**src/sv/fsl_pkg.sv**
```systemverilog
`default_nettype none

package fsl_pkg;

    // Result event codes.
    localparam logic [1:0] EV_TEXT      = 2'd0;
    localparam logic [1:0] EV_TOKEN_END = 2'd1;
    localparam logic [1:0] EV_EOS       = 2'd2;
    localparam logic [1:0] EV_ERROR     = 2'd3;

    // Token kinds reported at token end.
    localparam logic [1:0] KIND_WORD     = 2'd0;
    localparam logic [1:0] KIND_STRING   = 2'd1;
    localparam logic [1:0] KIND_UNSIGNED = 2'd2;
    localparam logic [1:0] KIND_NEGATIVE = 2'd3;

    // Error codes.
    localparam logic [2:0] ERR_NONE         = 3'd0;
    localparam logic [2:0] ERR_BAD_STRING   = 3'd1;
    localparam logic [2:0] ERR_UNTERMINATED = 3'd2;
    localparam logic [2:0] ERR_EMPTY_WORD   = 3'd3;
    localparam logic [2:0] ERR_NULL_BYTE    = 3'd4;

    // Input modes.
    localparam logic MODE_BYTE = 1'b0;
    localparam logic MODE_EOS  = 1'b1;

    // Radix codes.
    localparam logic [1:0] RADIX_DEC = 2'd0;
    localparam logic [1:0] RADIX_BIN = 2'd1;
    localparam logic [1:0] RADIX_OCT = 2'd2;
    localparam logic [1:0] RADIX_HEX = 2'd3;

    // Character codes.
    localparam logic [7:0] CH_NUL       = 8'h00;
    localparam logic [7:0] CH_TAB       = 8'h09;
    localparam logic [7:0] CH_NEWLINE   = 8'h0A;
    localparam logic [7:0] CH_CR        = 8'h0D;
    localparam logic [7:0] CH_SPACE     = 8'h20;
    localparam logic [7:0] CH_QUOTE     = 8'h22;
    localparam logic [7:0] CH_HASH      = 8'h23;
    localparam logic [7:0] CH_MINUS     = 8'h2D;
    localparam logic [7:0] CH_ZERO      = 8'h30;
    localparam logic [7:0] CH_NINE      = 8'h39;
    localparam logic [7:0] CH_BACKSLASH = 8'h5C;
    localparam logic [7:0] CH_A_LOWER   = 8'h61;
    localparam logic [7:0] CH_B_LOWER   = 8'h62;
    localparam logic [7:0] CH_F_LOWER   = 8'h66;
    localparam logic [7:0] CH_O_LOWER   = 8'h6F;
    localparam logic [7:0] CH_X_LOWER   = 8'h78;
    localparam logic [7:0] CH_TILDE     = 8'h7E;

    // Digit value that marks a byte outside the digit set.
    localparam logic [4:0] DIGIT_NONE = 5'd16;

    // Per-entry record that the back end expands into results; the number value travels beside it.
    typedef struct packed {
        logic [1:0] ev1;
        logic [1:0] kind1;
        logic [7:0] byte1;
        logic [2:0] err1;
        logic       two;
        logic [1:0] ev2;
    } res_rec_t;

    // Value of a byte in the digit set "0123456789abcdef".
    function automatic logic [4:0] digit_of(input logic [7:0] c);
        logic [7:0] diff;
        begin
            diff = 8'h00;
            if (c >= CH_ZERO && c <= CH_NINE)
            begin
                diff = c - CH_ZERO;
                digit_of = diff[4:0];
            end
            else if (c >= CH_A_LOWER && c <= CH_F_LOWER)
            begin
                diff = c - CH_A_LOWER + 8'd10;
                digit_of = diff[4:0];
            end
            else
            begin
                digit_of = DIGIT_NONE;
            end
        end
    endfunction

    // Numeric base of a radix code.
    function automatic logic [4:0] radix_value(input logic [1:0] code);
        begin
            case (code)
                RADIX_DEC: radix_value = 5'd10;
                RADIX_BIN: radix_value = 5'd2;
                RADIX_OCT: radix_value = 5'd8;
                RADIX_HEX: radix_value = 5'd16;
                default:   radix_value = 5'd10;
            endcase
        end
    endfunction

endpackage

`default_nettype wire

```
**src/sv/fsl_front.sv**
```systemverilog
`default_nettype none

module fsl_front #(
    parameter int VALUE_BITS = 64
) (
    input  wire logic                     clk,
    input  wire logic                     rst_n,
    input  wire logic                     src_valid,
    output logic                          src_stall,
    input  wire logic                     mode,
    input  wire logic [7:0]               in_byte,
    input  wire logic                     q_full,
    output logic                          q_push,
    output fsl_pkg::res_rec_t             q_rec,
    output logic [VALUE_BITS-1:0]         q_val
);

    typedef enum logic [2:0] {
        LX_BETWEEN,
        LX_WORD,
        LX_STRING,
        LX_COMMENT,
        LX_ERROR
    } lex_state_t;

    lex_state_t              state_reg, state_next;
    logic [2:0]              err_code_reg, err_code_next;
    logic                    sign_reg, sign_next;
    logic [1:0]              cnt_reg, cnt_next;
    logic [1:0]              radix_reg, radix_next;
    logic [VALUE_BITS-1:0]   acc_reg, acc_next;
    logic                    numeric_reg, numeric_next;
    logic                    lzero_reg, lzero_next;

    logic                    accept;
    logic                    is_space;
    logic                    is_print;
    logic                    starting;
    logic [1:0]              b_cnt;
    logic [1:0]              b_radix;
    logic [VALUE_BITS-1:0]   b_acc;
    logic                    b_numeric;
    logic                    b_lzero;
    logic [4:0]              digit;
    logic [4:0]              base;
    logic                    is_prefix;
    logic [VALUE_BITS-1:0]   scaled;
    logic [1:0]              nc_radix;
    logic                    nc_numeric;
    logic [VALUE_BITS-1:0]   nc_acc;
    logic                    nc_lzero;
    logic [1:0]              nc_cnt;
    logic                    we_numeric;
    logic [1:0]              we_kind;
    logic [VALUE_BITS-1:0]   we_val;

    // The queue is the only thing that holds the source back.
    assign src_stall = q_full;
    assign accept    = src_valid && !q_full;

    // Byte classes.
    assign is_space = (in_byte == fsl_pkg::CH_SPACE)
        || (in_byte >= fsl_pkg::CH_TAB && in_byte <= fsl_pkg::CH_CR);
    assign is_print = (in_byte >= fsl_pkg::CH_SPACE) && (in_byte <= fsl_pkg::CH_TILDE);

    // A new word starts from a cleared number state.
    assign starting  = (state_reg == LX_BETWEEN);
    assign b_cnt     = starting ? 2'd0 : cnt_reg;
    assign b_radix   = starting ? fsl_pkg::RADIX_DEC : radix_reg;
    assign b_acc     = starting ? '0 : acc_reg;
    assign b_numeric = starting ? 1'b1 : numeric_reg;
    assign b_lzero   = starting ? 1'b0 : lzero_reg;

    assign digit = fsl_pkg::digit_of(in_byte);
    assign base  = fsl_pkg::radix_value(b_radix);

    // A b, o or x right after a leading zero selects the radix.
    assign is_prefix = (b_cnt == 2'd1) && b_lzero
        && ((in_byte == fsl_pkg::CH_B_LOWER) || (in_byte == fsl_pkg::CH_O_LOWER)
            || (in_byte == fsl_pkg::CH_X_LOWER));

    // Accumulator times the radix, built from shifts.
    always_comb
    begin
        case (b_radix)
            fsl_pkg::RADIX_DEC: scaled = (b_acc << 3) + (b_acc << 1);
            fsl_pkg::RADIX_BIN: scaled = b_acc << 1;
            fsl_pkg::RADIX_OCT: scaled = b_acc << 3;
            fsl_pkg::RADIX_HEX: scaled = b_acc << 4;
            default:            scaled = b_acc;
        endcase
    end

    // Number state after one more word character.
    always_comb
    begin
        nc_radix   = b_radix;
        nc_numeric = b_numeric;
        nc_acc     = b_acc;
        if (is_prefix)
        begin
            if (in_byte == fsl_pkg::CH_B_LOWER)
            begin
                nc_radix = fsl_pkg::RADIX_BIN;
            end
            else if (in_byte == fsl_pkg::CH_O_LOWER)
            begin
                nc_radix = fsl_pkg::RADIX_OCT;
            end
            else
            begin
                nc_radix = fsl_pkg::RADIX_HEX;
            end
        end
        else if (b_numeric)
        begin
            if (digit >= base)
            begin
                nc_numeric = 1'b0;
            end
            else
            begin
                nc_acc = scaled + {{(VALUE_BITS-4){1'b0}}, digit[3:0]};
            end
        end
        nc_lzero = b_lzero || ((b_cnt == 2'd0) && (in_byte == fsl_pkg::CH_ZERO));
        nc_cnt   = (b_cnt == 2'd3) ? 2'd3 : b_cnt + 2'd1;
    end

    // Kind and value of the word in progress, if it ends now.
    assign we_numeric = numeric_reg && !(sign_reg && (cnt_reg == 2'd0));
    assign we_kind    = we_numeric
        ? (sign_reg ? fsl_pkg::KIND_NEGATIVE : fsl_pkg::KIND_UNSIGNED)
        : fsl_pkg::KIND_WORD;
    assign we_val     = we_numeric ? acc_reg : '0;

    // Lexer step for one accepted item.
    always_comb
    begin
        state_next    = state_reg;
        err_code_next = err_code_reg;
        sign_next     = sign_reg;
        cnt_next      = cnt_reg;
        radix_next    = radix_reg;
        acc_next      = acc_reg;
        numeric_next  = numeric_reg;
        lzero_next    = lzero_reg;
        q_push        = 1'b0;
        q_rec         = '0;
        q_val         = '0;
        if (accept)
        begin
            if (state_reg == LX_ERROR)
            begin
                q_push     = 1'b1;
                q_rec.ev1  = fsl_pkg::EV_ERROR;
                q_rec.err1 = err_code_reg;
            end
            else if (mode == fsl_pkg::MODE_EOS)
            begin
                q_push = 1'b1;
                if (state_reg == LX_STRING)
                begin
                    q_rec.ev1     = fsl_pkg::EV_ERROR;
                    q_rec.err1    = fsl_pkg::ERR_UNTERMINATED;
                    state_next    = LX_ERROR;
                    err_code_next = fsl_pkg::ERR_UNTERMINATED;
                end
                else if (state_reg == LX_WORD)
                begin
                    q_rec.ev1   = fsl_pkg::EV_TOKEN_END;
                    q_rec.kind1 = we_kind;
                    q_rec.two   = 1'b1;
                    q_rec.ev2   = fsl_pkg::EV_EOS;
                    q_val       = we_val;
                    state_next  = LX_BETWEEN;
                end
                else
                begin
                    q_rec.ev1  = fsl_pkg::EV_EOS;
                    state_next = LX_BETWEEN;
                end
            end
            else if (in_byte == fsl_pkg::CH_NUL)
            begin
                q_push        = 1'b1;
                q_rec.ev1     = fsl_pkg::EV_ERROR;
                q_rec.err1    = fsl_pkg::ERR_NULL_BYTE;
                state_next    = LX_ERROR;
                err_code_next = fsl_pkg::ERR_NULL_BYTE;
            end
            else
            begin
                case (state_reg)
                    LX_BETWEEN:
                    begin
                        if (is_space)
                        begin
                            state_next = LX_BETWEEN;
                        end
                        else if (in_byte == fsl_pkg::CH_BACKSLASH)
                        begin
                            state_next = LX_COMMENT;
                        end
                        else if (in_byte == fsl_pkg::CH_QUOTE)
                        begin
                            state_next = LX_STRING;
                        end
                        else if (in_byte == fsl_pkg::CH_HASH)
                        begin
                            q_push        = 1'b1;
                            q_rec.ev1     = fsl_pkg::EV_ERROR;
                            q_rec.err1    = fsl_pkg::ERR_EMPTY_WORD;
                            state_next    = LX_ERROR;
                            err_code_next = fsl_pkg::ERR_EMPTY_WORD;
                        end
                        else
                        begin
                            q_push      = 1'b1;
                            q_rec.ev1   = fsl_pkg::EV_TEXT;
                            q_rec.byte1 = in_byte;
                            state_next  = LX_WORD;
                            if (in_byte == fsl_pkg::CH_MINUS)
                            begin
                                sign_next    = 1'b1;
                                cnt_next     = b_cnt;
                                radix_next   = b_radix;
                                acc_next     = b_acc;
                                numeric_next = b_numeric;
                                lzero_next   = b_lzero;
                            end
                            else
                            begin
                                sign_next    = 1'b0;
                                cnt_next     = nc_cnt;
                                radix_next   = nc_radix;
                                acc_next     = nc_acc;
                                numeric_next = nc_numeric;
                                lzero_next   = nc_lzero;
                            end
                        end
                    end
                    LX_WORD:
                    begin
                        if (is_space || (in_byte == fsl_pkg::CH_QUOTE)
                            || (in_byte == fsl_pkg::CH_HASH))
                        begin
                            q_push      = 1'b1;
                            q_rec.ev1   = fsl_pkg::EV_TOKEN_END;
                            q_rec.kind1 = we_kind;
                            q_val       = we_val;
                            if (in_byte == fsl_pkg::CH_HASH)
                            begin
                                q_rec.two     = 1'b1;
                                q_rec.ev2     = fsl_pkg::EV_ERROR;
                                state_next    = LX_ERROR;
                                err_code_next = fsl_pkg::ERR_EMPTY_WORD;
                            end
                            else if (in_byte == fsl_pkg::CH_QUOTE)
                            begin
                                state_next = LX_STRING;
                            end
                            else
                            begin
                                state_next = LX_BETWEEN;
                            end
                        end
                        else
                        begin
                            q_push       = 1'b1;
                            q_rec.ev1    = fsl_pkg::EV_TEXT;
                            q_rec.byte1  = in_byte;
                            cnt_next     = nc_cnt;
                            radix_next   = nc_radix;
                            acc_next     = nc_acc;
                            numeric_next = nc_numeric;
                            lzero_next   = nc_lzero;
                        end
                    end
                    LX_STRING:
                    begin
                        q_push = 1'b1;
                        if (in_byte == fsl_pkg::CH_QUOTE)
                        begin
                            q_rec.ev1   = fsl_pkg::EV_TOKEN_END;
                            q_rec.kind1 = fsl_pkg::KIND_STRING;
                            state_next  = LX_BETWEEN;
                        end
                        else if (is_print)
                        begin
                            q_rec.ev1   = fsl_pkg::EV_TEXT;
                            q_rec.byte1 = in_byte;
                        end
                        else
                        begin
                            q_rec.ev1     = fsl_pkg::EV_ERROR;
                            q_rec.err1    = fsl_pkg::ERR_BAD_STRING;
                            state_next    = LX_ERROR;
                            err_code_next = fsl_pkg::ERR_BAD_STRING;
                        end
                    end
                    LX_COMMENT:
                    begin
                        if (in_byte == fsl_pkg::CH_NEWLINE)
                        begin
                            state_next = LX_BETWEEN;
                        end
                    end
                    default:
                    begin
                        state_next = state_reg;
                    end
                endcase
            end
        end
    end

    // Lexer state and number state.
    always_ff @(posedge clk or negedge rst_n)
    begin
        if (!rst_n)
        begin
            state_reg    <= LX_BETWEEN;
            err_code_reg <= fsl_pkg::ERR_NONE;
            sign_reg     <= 1'b0;
            cnt_reg      <= 2'd0;
            radix_reg    <= fsl_pkg::RADIX_DEC;
            acc_reg      <= '0;
            numeric_reg  <= 1'b1;
            lzero_reg    <= 1'b0;
        end
        else
        begin
            state_reg    <= state_next;
            err_code_reg <= err_code_next;
            sign_reg     <= sign_next;
            cnt_reg      <= cnt_next;
            radix_reg    <= radix_next;
            acc_reg      <= acc_next;
            numeric_reg  <= numeric_next;
            lzero_reg    <= lzero_next;
        end
    end

endmodule

`default_nettype wire

```
**src/sv/fsl_queue.sv**
```systemverilog
`default_nettype none

module fsl_queue #(
    parameter int VALUE_BITS = 64
) (
    input  wire logic                     clk,
    input  wire logic                     rst_n,
    input  wire logic                     push,
    input  wire fsl_pkg::res_rec_t        push_rec,
    input  wire logic [VALUE_BITS-1:0]    push_val,
    output logic                          full,
    output logic                          head_valid,
    output fsl_pkg::res_rec_t             head_rec,
    output logic [VALUE_BITS-1:0]         head_val,
    input  wire logic                     pop
);

    localparam int DEPTH   = 4;
    localparam int PTR_W   = $clog2(DEPTH);
    localparam int COUNT_W = PTR_W + 1;

    fsl_pkg::res_rec_t       rec_mem [DEPTH];
    logic [VALUE_BITS-1:0]   val_mem [DEPTH];
    logic [PTR_W-1:0]        wr_ptr_reg, wr_ptr_next;
    logic [PTR_W-1:0]        rd_ptr_reg, rd_ptr_next;
    logic [COUNT_W-1:0]      count_reg, count_next;
    logic                    do_push;
    logic                    do_pop;

    assign full       = (count_reg == COUNT_W'(DEPTH));
    assign head_valid = (count_reg != '0);
    assign head_rec   = rec_mem[rd_ptr_reg];
    assign head_val   = val_mem[rd_ptr_reg];

    assign do_push = push && !full;
    assign do_pop  = pop && head_valid;

    // Pointer and fill count update.
    always_comb
    begin
        wr_ptr_next = do_push ? wr_ptr_reg + 1'b1 : wr_ptr_reg;
        rd_ptr_next = do_pop ? rd_ptr_reg + 1'b1 : rd_ptr_reg;
        count_next  = count_reg;
        if (do_push && !do_pop)
        begin
            count_next = count_reg + 1'b1;
        end
        else if (do_pop && !do_push)
        begin
            count_next = count_reg - 1'b1;
        end
    end

    always_ff @(posedge clk or negedge rst_n)
    begin
        if (!rst_n)
        begin
            wr_ptr_reg <= '0;
            rd_ptr_reg <= '0;
            count_reg  <= '0;
        end
        else
        begin
            wr_ptr_reg <= wr_ptr_next;
            rd_ptr_reg <= rd_ptr_next;
            count_reg  <= count_next;
        end
    end

    // Entry storage.
    always_ff @(posedge clk)
    begin
        if (do_push)
        begin
            rec_mem[wr_ptr_reg] <= push_rec;
            val_mem[wr_ptr_reg] <= push_val;
        end
    end

endmodule

`default_nettype wire

```
**src/sv/fsl_back.sv**
```systemverilog
`default_nettype none

module fsl_back #(
    parameter int VALUE_BITS = 64
) (
    input  wire logic                     clk,
    input  wire logic                     rst_n,
    input  wire logic                     head_valid,
    input  wire fsl_pkg::res_rec_t        head_rec,
    input  wire logic [VALUE_BITS-1:0]    head_val,
    output logic                          pop,
    output logic                          res_valid,
    input  wire logic                     res_stall,
    output logic [1:0]                    event_res,
    output logic [1:0]                    token_kind,
    output logic [7:0]                    text_byte,
    output logic [VALUE_BITS-1:0]         number_value,
    output logic [2:0]                    error_code,
    output logic                          last
);

    logic                    res_valid_reg;
    logic                    phase_reg;
    logic [1:0]              event_reg;
    logic [1:0]              kind_reg;
    logic [7:0]              byte_reg;
    logic [VALUE_BITS-1:0]   value_reg;
    logic [2:0]              err_reg;
    logic                    last_reg;
    logic                    load;

    // The output register takes a new result when empty or being drained.
    assign load = !res_valid_reg || !res_stall;
    assign pop  = load && head_valid && (phase_reg || !head_rec.two);

    always_ff @(posedge clk or negedge rst_n)
    begin
        if (!rst_n)
        begin
            res_valid_reg <= 1'b0;
            phase_reg     <= 1'b0;
        end
        else if (load)
        begin
            res_valid_reg <= head_valid;
            if (head_valid)
            begin
                phase_reg <= !phase_reg && head_rec.two;
            end
        end
    end

    // Result payload: first result of an entry, or its trailing event.
    always_ff @(posedge clk)
    begin
        if (load && head_valid)
        begin
            if (!phase_reg)
            begin
                event_reg <= head_rec.ev1;
                kind_reg  <= head_rec.kind1;
                byte_reg  <= head_rec.byte1;
                value_reg <= head_val;
                err_reg   <= head_rec.err1;
                last_reg  <= !head_rec.two;
            end
            else
            begin
                event_reg <= head_rec.ev2;
                kind_reg  <= fsl_pkg::KIND_WORD;
                byte_reg  <= 8'h00;
                value_reg <= '0;
                err_reg   <= (head_rec.ev2 == fsl_pkg::EV_ERROR)
                    ? fsl_pkg::ERR_EMPTY_WORD : fsl_pkg::ERR_NONE;
                last_reg  <= 1'b1;
            end
        end
    end

    assign res_valid    = res_valid_reg;
    assign event_res    = event_reg;
    assign token_kind   = kind_reg;
    assign text_byte    = byte_reg;
    assign number_value = value_reg;
    assign error_code   = err_reg;
    assign last         = last_reg;

endmodule

`default_nettype wire

```
**src/sv/forth_source_lexer_core.sv**
```systemverilog
// Streaming lexer for Forth-like source text.
// Source channel: src_valid / src_stall carry one item per transfer, either a
// source byte (mode 0, in_byte) or the end-of-source mark (mode 1).
// Result channel: res_valid / res_stall carry one result per transfer: a text
// byte, a token end with kind and number value, end of source, or an error.
// An item causes zero, one or two results; last marks the final one.
// Each item's results pass through the queue and then the output register.
// Throughput: one source item per cycle while src_stall is low; the result side
// moves one result per cycle while res_stall is low, so an item with two results takes two transfers.
// The lexer front end handles each byte combinationally, including the
// radix multiply-add of the number accumulator, and hands result entries to a
// four-entry queue; the back end expands entries into the output register.
// When the receiver stalls, the result holds and the queue fills; src_stall
// rises only when the queue is full.
// Reset clears the lexer to between tokens, empties the queue and drops any
// pending result. Errors are sticky until reset; end of source otherwise
// returns the lexer to between tokens for a new source.
`default_nettype none

module forth_source_lexer_core #(
    parameter int VALUE_BITS = 64
) (
    input  wire logic                     clk,
    input  wire logic                     rst_n,
    input  wire logic                     src_valid,
    output logic                          src_stall,
    input  wire logic                     mode,
    input  wire logic [7:0]               in_byte,
    output logic                          res_valid,
    input  wire logic                     res_stall,
    output logic [1:0]                    event_res,
    output logic [1:0]                    token_kind,
    output logic [7:0]                    text_byte,
    output logic [VALUE_BITS-1:0]         number_value,
    output logic [2:0]                    error_code,
    output logic                          last
);

    logic                    q_push;
    fsl_pkg::res_rec_t       q_rec;
    logic [VALUE_BITS-1:0]   q_val;
    logic                    q_full;
    logic                    q_head_valid;
    fsl_pkg::res_rec_t       q_head_rec;
    logic [VALUE_BITS-1:0]   q_head_val;
    logic                    q_pop;

    // Lexer front end.
    fsl_front #(
        .VALUE_BITS(VALUE_BITS)
    ) u_front (
        .clk      (clk),
        .rst_n    (rst_n),
        .src_valid(src_valid),
        .src_stall(src_stall),
        .mode     (mode),
        .in_byte  (in_byte),
        .q_full   (q_full),
        .q_push   (q_push),
        .q_rec    (q_rec),
        .q_val    (q_val)
    );

    // Result entry queue.
    fsl_queue #(
        .VALUE_BITS(VALUE_BITS)
    ) u_queue (
        .clk       (clk),
        .rst_n     (rst_n),
        .push      (q_push),
        .push_rec  (q_rec),
        .push_val  (q_val),
        .full      (q_full),
        .head_valid(q_head_valid),
        .head_rec  (q_head_rec),
        .head_val  (q_head_val),
        .pop       (q_pop)
    );

    // Result back end.
    fsl_back #(
        .VALUE_BITS(VALUE_BITS)
    ) u_back (
        .clk         (clk),
        .rst_n       (rst_n),
        .head_valid  (q_head_valid),
        .head_rec    (q_head_rec),
        .head_val    (q_head_val),
        .pop         (q_pop),
        .res_valid   (res_valid),
        .res_stall   (res_stall),
        .event_res   (event_res),
        .token_kind  (token_kind),
        .text_byte   (text_byte),
        .number_value(number_value),
        .error_code  (error_code),
        .last        (last)
    );

endmodule

`default_nettype wire

```
**config.mk**
```make
export PLATFORM = sky130hd
export DESIGN_NAME = forth_source_lexer_core
export DESIGN_NICKNAME = d
export VERILOG_FILES = /design/src/sv/fsl_pkg.sv /design/src/sv/fsl_front.sv /design/src/sv/fsl_queue.sv /design/src/sv/fsl_back.sv /design/src/sv/forth_source_lexer_core.sv
export SDC_FILE = /design/constraint.sdc
export NUM_CORES = 1
export LEC_CHECK = 0
export BUFFER_PORTS_ARGS = -buffer_cell sky130_fd_sc_hd__buf_2
export CORE_ASPECT_RATIO = 2
export CORE_UTILIZATION = 55
export CTS_CLUSTER_DIAMETER = 100
export DETAILED_ROUTE_END_ITERATION = 6
export HOLD_SLACK_MARGIN = 0.06
export PLACE_DENSITY_LB_ADDON = 0.12
export SLEW_MARGIN = 20
export SYNTH_ARGS = -nofsm -noshare
export SYNTH_HDL_FRONTEND = slang
export SYNTH_SLANG_ARGS = --single-unit
```
**constraint.sdc**
```tcl
create_clock -name clk -period 6.6 [get_ports clk]
set_input_delay 0.99 -clock clk [delete_from_list [all_inputs] [get_ports clk]]
set_output_delay 0.99 -clock clk [all_outputs]
set_load 0.005 [all_outputs]
```
**After elaboration in Yosys (flattened, before gate mapping)**

Memory sizes are Yosys's and may differ from the RTL's. A register that Yosys moved wholly into a read port is not among the register bits.
Index checks and enable logic that the tools add are counted.
W data, S select, Z words.

- $add $sub $neg: 10
- Order comparisons: 9
- Equal/unequal tests: 35
- Mux-type cells: 150
- Bitwise logic cells: 7
- Reductions and logical operators: 49

Operators by type and width:

| cell | number |
|---|---|
| $mux W64 | 19 |
| $pmux W64 S4 | 1 |
| $pmux W64 S2 | 1 |
| $mux W3 | 34 |
| $mux W2 | 36 |
| $add A64 B4 Y64 | 1 |
| $add A64 B64 Y64 | 1 |
| $mux W11 | 4 |
| $eq A8 B6 Y1 const B | 5 |
| $eq A8 B7 Y1 const B | 4 |
| $mux W1 | 32 |
| $mux W8 | 4 |
| $ne A4 B4 Y1 const B | 6 |
| $pmux W8 S3 | 1 |
| $mux W10 | 2 |
| $pmux W5 S4 | 1 |
| $reduce_and A10 Y1 | 2 |
| $mux W18 | 1 |
| $logic_and A1 B1 Y1 | 17 |
| $ge A8 B6 Y1 const B | 2 |
| $le A8 B7 Y1 const B | 2 |
| $pmux W2 S2 | 3 |
| $pmux W3 S4 | 1 |
| $mux W5 | 2 |
| other kinds (41) | 78 |

- Flip-flop bits (word level): 102
- RAM bits: 328
- Bits of input ports: 13
- Output and inout port bits: 82
- Word-level logic and storage cells: 280
- Memories: 2

Memory list:

| name | depth | bits a word | read ports | clocked after Yosys merged registers in | wr ports | line | source |
|---|---|---|---|---|---|---|---|
| u_queue.val_mem | 4 | 64 | 1 | 1 | 1 | fsl_queue.sv:23 | `logic [VALUE_BITS-1:0] val_mem [DEPTH];` |
| u_queue.rec_mem | 4 | 18 | 1 | 0 | 1 | fsl_queue.sv:22 | `fsl_pkg::res_rec_t rec_mem [DEPTH];` |

**Depth between registers and ports, before layout**

- Depth in word-level cells: 14
- Depth in mapped cells: 29
- Depth with buffers taken out: 18

**By module**

A second synthesis with hierarchy kept.

- Cells, all modules: 2965
- Area, all modules: 30737.0 um^2

Modules (own cells, without submodules):

| module | instances | cells an instance | area each (um^2) | seq. area each (um^2) |
|---|---|---|---|---|
| fsl_front | 1 | 2323 | 15409.8 | 1928.1 |
| fsl_queue | 1 | 463 | 12245.5 | 10024.6 |
| fsl_back | 1 | 179 | 3081.7 | 2452.4 |

**Worst setup path before layout**

OpenSTA, ideal clock, no wires.

- Path kind: input-to-reg
- Start point: in res_stall
- End point: reg u_queue.count_reg[1]
- Library setup time: 0.125 ns
- Data arrival time: 6.535 ns
- Required time: 6.475 ns
- Slack: -0.059 ns
- Cell stages on the path: 6
- Buffers on the path: 0
- Cell sequence: a21oi_1 > nand2_1 > ha_1 > inv_1 > fa_1 > mux2_2

- Cells in the longest elaborated chain, start to end: 8
- Elaborated cells between the ends (all ways): 10
- Those cells by class: mux: 1; reduce/logical: 9

RTL lines:

| item | line | source |
|---|---|---|
| from (decl) | forth_source_lexer_core.sv:30 | `input wire logic res_stall,` |
| $logic_not A1 Y1 | fsl_back.sv:33 | `assign load = !res_valid_reg \|\| !res_stall;` |
| $logic_or A1 B1 Y1 | fsl_back.sv:33 |  |
| $logic_and A1 B1 Y1 (2 in a row) | fsl_back.sv:34 | `assign pop = load && head_valid && (phase_reg \|\| !head_rec.two);` |
| $logic_and A1 B1 Y1 | fsl_queue.sv:36 | `assign do_pop = pop && head_valid;` |
| $logic_not A1 Y1 | fsl_queue.sv:44 | `if (do_push && !do_pop)` |
| $logic_and A1 B1 Y1 | fsl_queue.sv:44 |  |
| $mux W3 | fsl_queue.sv:44 |  |
| net u_queue.count_next[1] | fsl_queue.sv:26 | `logic [COUNT_W-1:0] count_reg, count_next;` |
| to (signal assigned) | fsl_queue.sv:66 | `count_reg <= count_next;` |
| to (decl) | fsl_queue.sv:26 |  |

The timed path passes the listed nets, and every way through them passes these cells.
A chain may end at the register's enable or synchronous reset.

**Final worst setup path**

- Start point: reg u_front.acc_reg[11]
- End point: reg u_front.acc_reg[57]

- Cells in the longest elaborated chain, start to end: 13
- Elaborated cells between the ends (all ways): 14
- Those cells by class: add/sub: 2; mux: 12

RTL lines:

| item | line | source |
|---|---|---|
| from (decl) | fsl_front.sv:31 | `logic [VALUE_BITS-1:0] acc_reg, acc_next;` |
| from (signal assigned) | fsl_front.sv:339 | `acc_reg <= acc_next;` |
| $mux W64 * | fsl_front.sv:70 | `assign b_acc = starting ? '0 : acc_reg;` |
| $add A64 B64 Y64 | fsl_front.sv:86 | `fsl_pkg::RADIX_DEC: scaled = (b_acc << 3) + (b_acc << 1);` |
| $pmux W64 S4 * | fsl_front.sv:85 | `case (b_radix)` |
| $add A64 B4 Y64 * | fsl_front.sv:123 | `nc_acc = scaled + {{(VALUE_BITS-4){1'b0}}, digit[3:0]};` |
| $mux W64 * | fsl_front.sv:117 | `if (digit >= base)` |
| $mux W64 * | fsl_front.sv:115 | `else if (b_numeric)` |
| $mux W64 * | fsl_front.sv:100 | `if (is_prefix)` |
| $mux W64 | fsl_front.sv:223 | `if (in_byte == fsl_pkg::CH_MINUS)` |
| $mux W64 | fsl_front.sv:209 | `else if (in_byte == fsl_pkg::CH_HASH)` |
| $mux W64 | fsl_front.sv:205 | `else if (in_byte == fsl_pkg::CH_QUOTE)` |
| $mux W64 | fsl_front.sv:201 | `else if (in_byte == fsl_pkg::CH_BACKSLASH)` |
| $mux W64 | fsl_front.sv:197 | `if (is_space)` |
| $pmux W64 S2 * | fsl_front.sv:194 | `case (state_reg)` |

Mark *: on every way between the ends. The rest lies on a longest branch, timed or not. The select of a mux whose other input is x is not followed.

==> results_dict.tcl <==
set metrics [dict create \
    outcome "finished with violations" \
    violations "DRC" \
    clk_pin_slew_ns 0.06 \
    cts_buffer_depth 3 \
    port_buffers 94 \
    drtPass1Iterations 7 \
    top_layer "met5" \
    reg.largest.list "u_queue.val_mem: 256 flops, u_queue.rec_mem: 68 flops" \
    dp_hpwl_um 81100 \
    grt_pass1_wl_um 169000 \
    gp_congestion 1.10 \
    fp.coreArea_um2 55100 \
    postCtsSetupBuffers 0 \
    leakage_nw 11.5 \
    syn_inst 2938 \
    fin_hold_ws_ns 0.322 \
    ant_nets 0 \
    num_vias 25900 \
    fillCellCount 4513 \
    drc 2 \
    ys.warnings.count 0 \
    insertion_delay_ns 0.61 \
    ys_ff_latch 490 \
    grt_usage_pct 41.7 \
    power_density_nw_per_um2 354 \
    root_buffer "clkbuf_16" \
    fmax_mhz 164 \
    largest_reg_flops 256 \
    tns_ns 0 \
    vdd_drop_max_mv 0.382 \
    seq_area_um2 14300 \
    instances_no_fill 3723 \
    async_flop_share_pct 17.6 \
    wire_per_inst_um 31.0 \
    critPathRequiredTime_ns 7.11 \
    drive_above_1_share_pct 15.9 \
    antenna_found_initial 6 \
    die_w_um 169 \
    cts_max_level 2 \
    cts_tree "built" \
    critPathLaunchType "register" \
    seq_area_frac_synth_pct 46.6 \
    num_io_pins 95 \
    setup-violations-final 0 \
    power.total_mw 11.8 \
    wl_met2_um 56400 \
    finalHoldViolCount 0 \
    routed-wl-met3_um 8710 \
    viasPerCell 6.94 \
    slew_headroom_pct 21.2 \
    utilization_pct 60.5 \
    placementRows 122 \
    worst-path-max-fanout 18 \
    dpl.cell_count 3637 \
    final_cell_mix "404 x edfxtp_1, 224 x nor2_1, 221 x nand2_1" \
    ys.flop_type "edfxtp_1" \
    grt_max_degree 83 \
    met1Wirelength_um 35200 \
    synth-edff-count 404 \
    die_h_um 336 \
    cts_buffers 43 \
    comb_power_share_pct 38.2 \
    tightestPinTransition_ns 1.18 \
    fin_crit_ns 6.08 \
    p_int_mw 7.28 \
    syn_avg_cell_area_um2 10.4 \
    area.growth.synth_to_final_pct 8.77 \
    drv_slew 0 \
    min_path_type "input pin to async pin" \
    seqPwrFrac_pct 40.3 \
    grt_pass1_vias 25400 \
    final.setup_skew_ns 0.0304 \
    maxCapViolCount 0 \
    cts_sinks 490 \
    nNetsFinal 2992 \
    p_sw_share_pct 38.2 \
    postPlaceCellArea_um2 31800 \
    post-place-ws_ns 1.00 \
    multi_input_area_um2 15200 \
    end_kind "register" \
    drt_wl_total_um 115000 \
    final_area_um2 33300 \
    post-route-period-util_pct 92.1 \
    dieArea_um2 56700 \
    synth.lib_cells_used.distinct 114 \
    power.share.clock_pct 21.4 \
    path_class "register to register" \
    setup_ws_ns 0.521 \
    syn_area_um2 30600 \
    start_util_pct 55.6 \
    p_sw_mw 4.50 \
    syn-num-nets 2986 \
    layout_commonest_cell "edfxtp_1" \
    cts-resized-gates 0 \
    grt.overflow.total 0 \
    rsz0062_at_grt "false" \
    regMostFlops "u_queue.val_mem" \
    critPathArrivalTime_ns 6.59 \
    drt-initial-drc-count 2488 \
    cts_hold_buf 0 \
]
[power groups by stage]
stage | combinational (mW) | sequential (mW) | clock (mW)
6_report | 4.50 | 4.75 | 2.53
5_1_grt | 4.77 | 4.82 | 2.65
4_1_cts | 4.37 | 4.74 | 2.54
3_5_place_dp | 4.36 | 4.80 | 0
3_3_place_gp | 4.32 | 4.76 | 0
2_1_floorplan | 2.99 | 4.58 | 0
[cells by family after synthesis]
| kind of cell | after synthesis | synth area share, % |
|---|---|---|
| DFF | 490 | 46.6 |
| AOI/OAI and AO/OA | 757 | 16.6 |
| buffers and inverters | 292 | 4.24 |
| adders and majority gates | 40 | 1.64 |
| muxes | 153 | 8.38 |
| xor gates and xnor gates | 120 | 3.43 |
| and+or+nand+nor | 1086 | 19.1 |
[worst max-delay path: stages, from the launching register on]
cell	delay, ns
dfrtp_1	0.97
or3b_1	0.43
a211oi_2	0.70
and4_1	0.38
a21oi_2	0.11
o211a_1	0.37
xnor2_1	0.62
o21ai_0	0.44
nor4_4	0.41
nand4b_4	0.30
nor3_4	0.68
nand4_1	0.20
xnor2_1	0.15
o21ai_0	0.18
[cells in the mapped netlist (41+ instances only)]
library cell,instances,share of area (%)
a21oi_1,171,2.8
a31oi_1,46,0.94
and2_1,94,1.9
buf_2,50,0.82
clkbuf_1,145,1.8
dfrtp_1,85,6.9
edfxtp_1,404,40
inv_1,46,0.56
mux2i_1,55,1.8
mux4_2,81,6.0
nand2_1,221,2.7
nand3_1,88,1.4
nand4_1,41,0.84
nor2_1,226,2.8
nor2b_1,93,1.9
nor3_1,72,1.2
nor4_1,42,0.86
o21ai_0,182,3.0
xnor2_1,77,2.2
xor2_1,43,1.2
[layer usage]
metal | vias to the layer above | global-route usage, %
li1 | 11100 | -
met1 | 12500 | 39.1
met2 | 1551 | 69.9
met3 | 683 | 11.7
met4 | 4 | 44.6
met5 | - | 0
[final cells by class]
| type | instances | share of cell area, % |
|---|---|---|
| clock buffer | 65 | 3.69 |
| multi-input combinational | 2156 | 45.5 |
| inverter | 47 | 0.529 |
| timing repair buffer | 206 | 4.09 |
| antenna | 3 | 0.0225 |
| sequential | 490 | 42.9 |
| tap | 744 | 2.79 |
| clock inverter | 12 | 0.436 |
[path summary, 6_finish.rpt]
check                           depth (start not counted)                        startpoint                                end  slack [ns]
worst max register to register                         13   u_front.acc_reg[11]$_DFFE_PN0P_    u_front.acc_reg[57]$_DFFE_PN0P_        0.52
min in group clk                                        1  u_queue.count_reg[2]$_DFFE_PN0P_   u_queue.count_reg[2]$_DFFE_PN0P_        0.49
worst max-delay path                                   13   u_front.acc_reg[11]$_DFFE_PN0P_    u_front.acc_reg[57]$_DFFE_PN0P_        0.52
worst min-delay path                                    1                             rst_n    u_front.acc_reg[52]$_DFFE_PN0P_        0.32
worst min register to register                          1  u_queue.count_reg[2]$_DFFE_PN0P_   u_queue.count_reg[2]$_DFFE_PN0P_        0.49
max in group asynchronous                               2                             rst_n  u_queue.rd_ptr_reg[1]$_DFFE_PN0P_        4.91
Note: power is estimated with default switching activity, not from simulation.
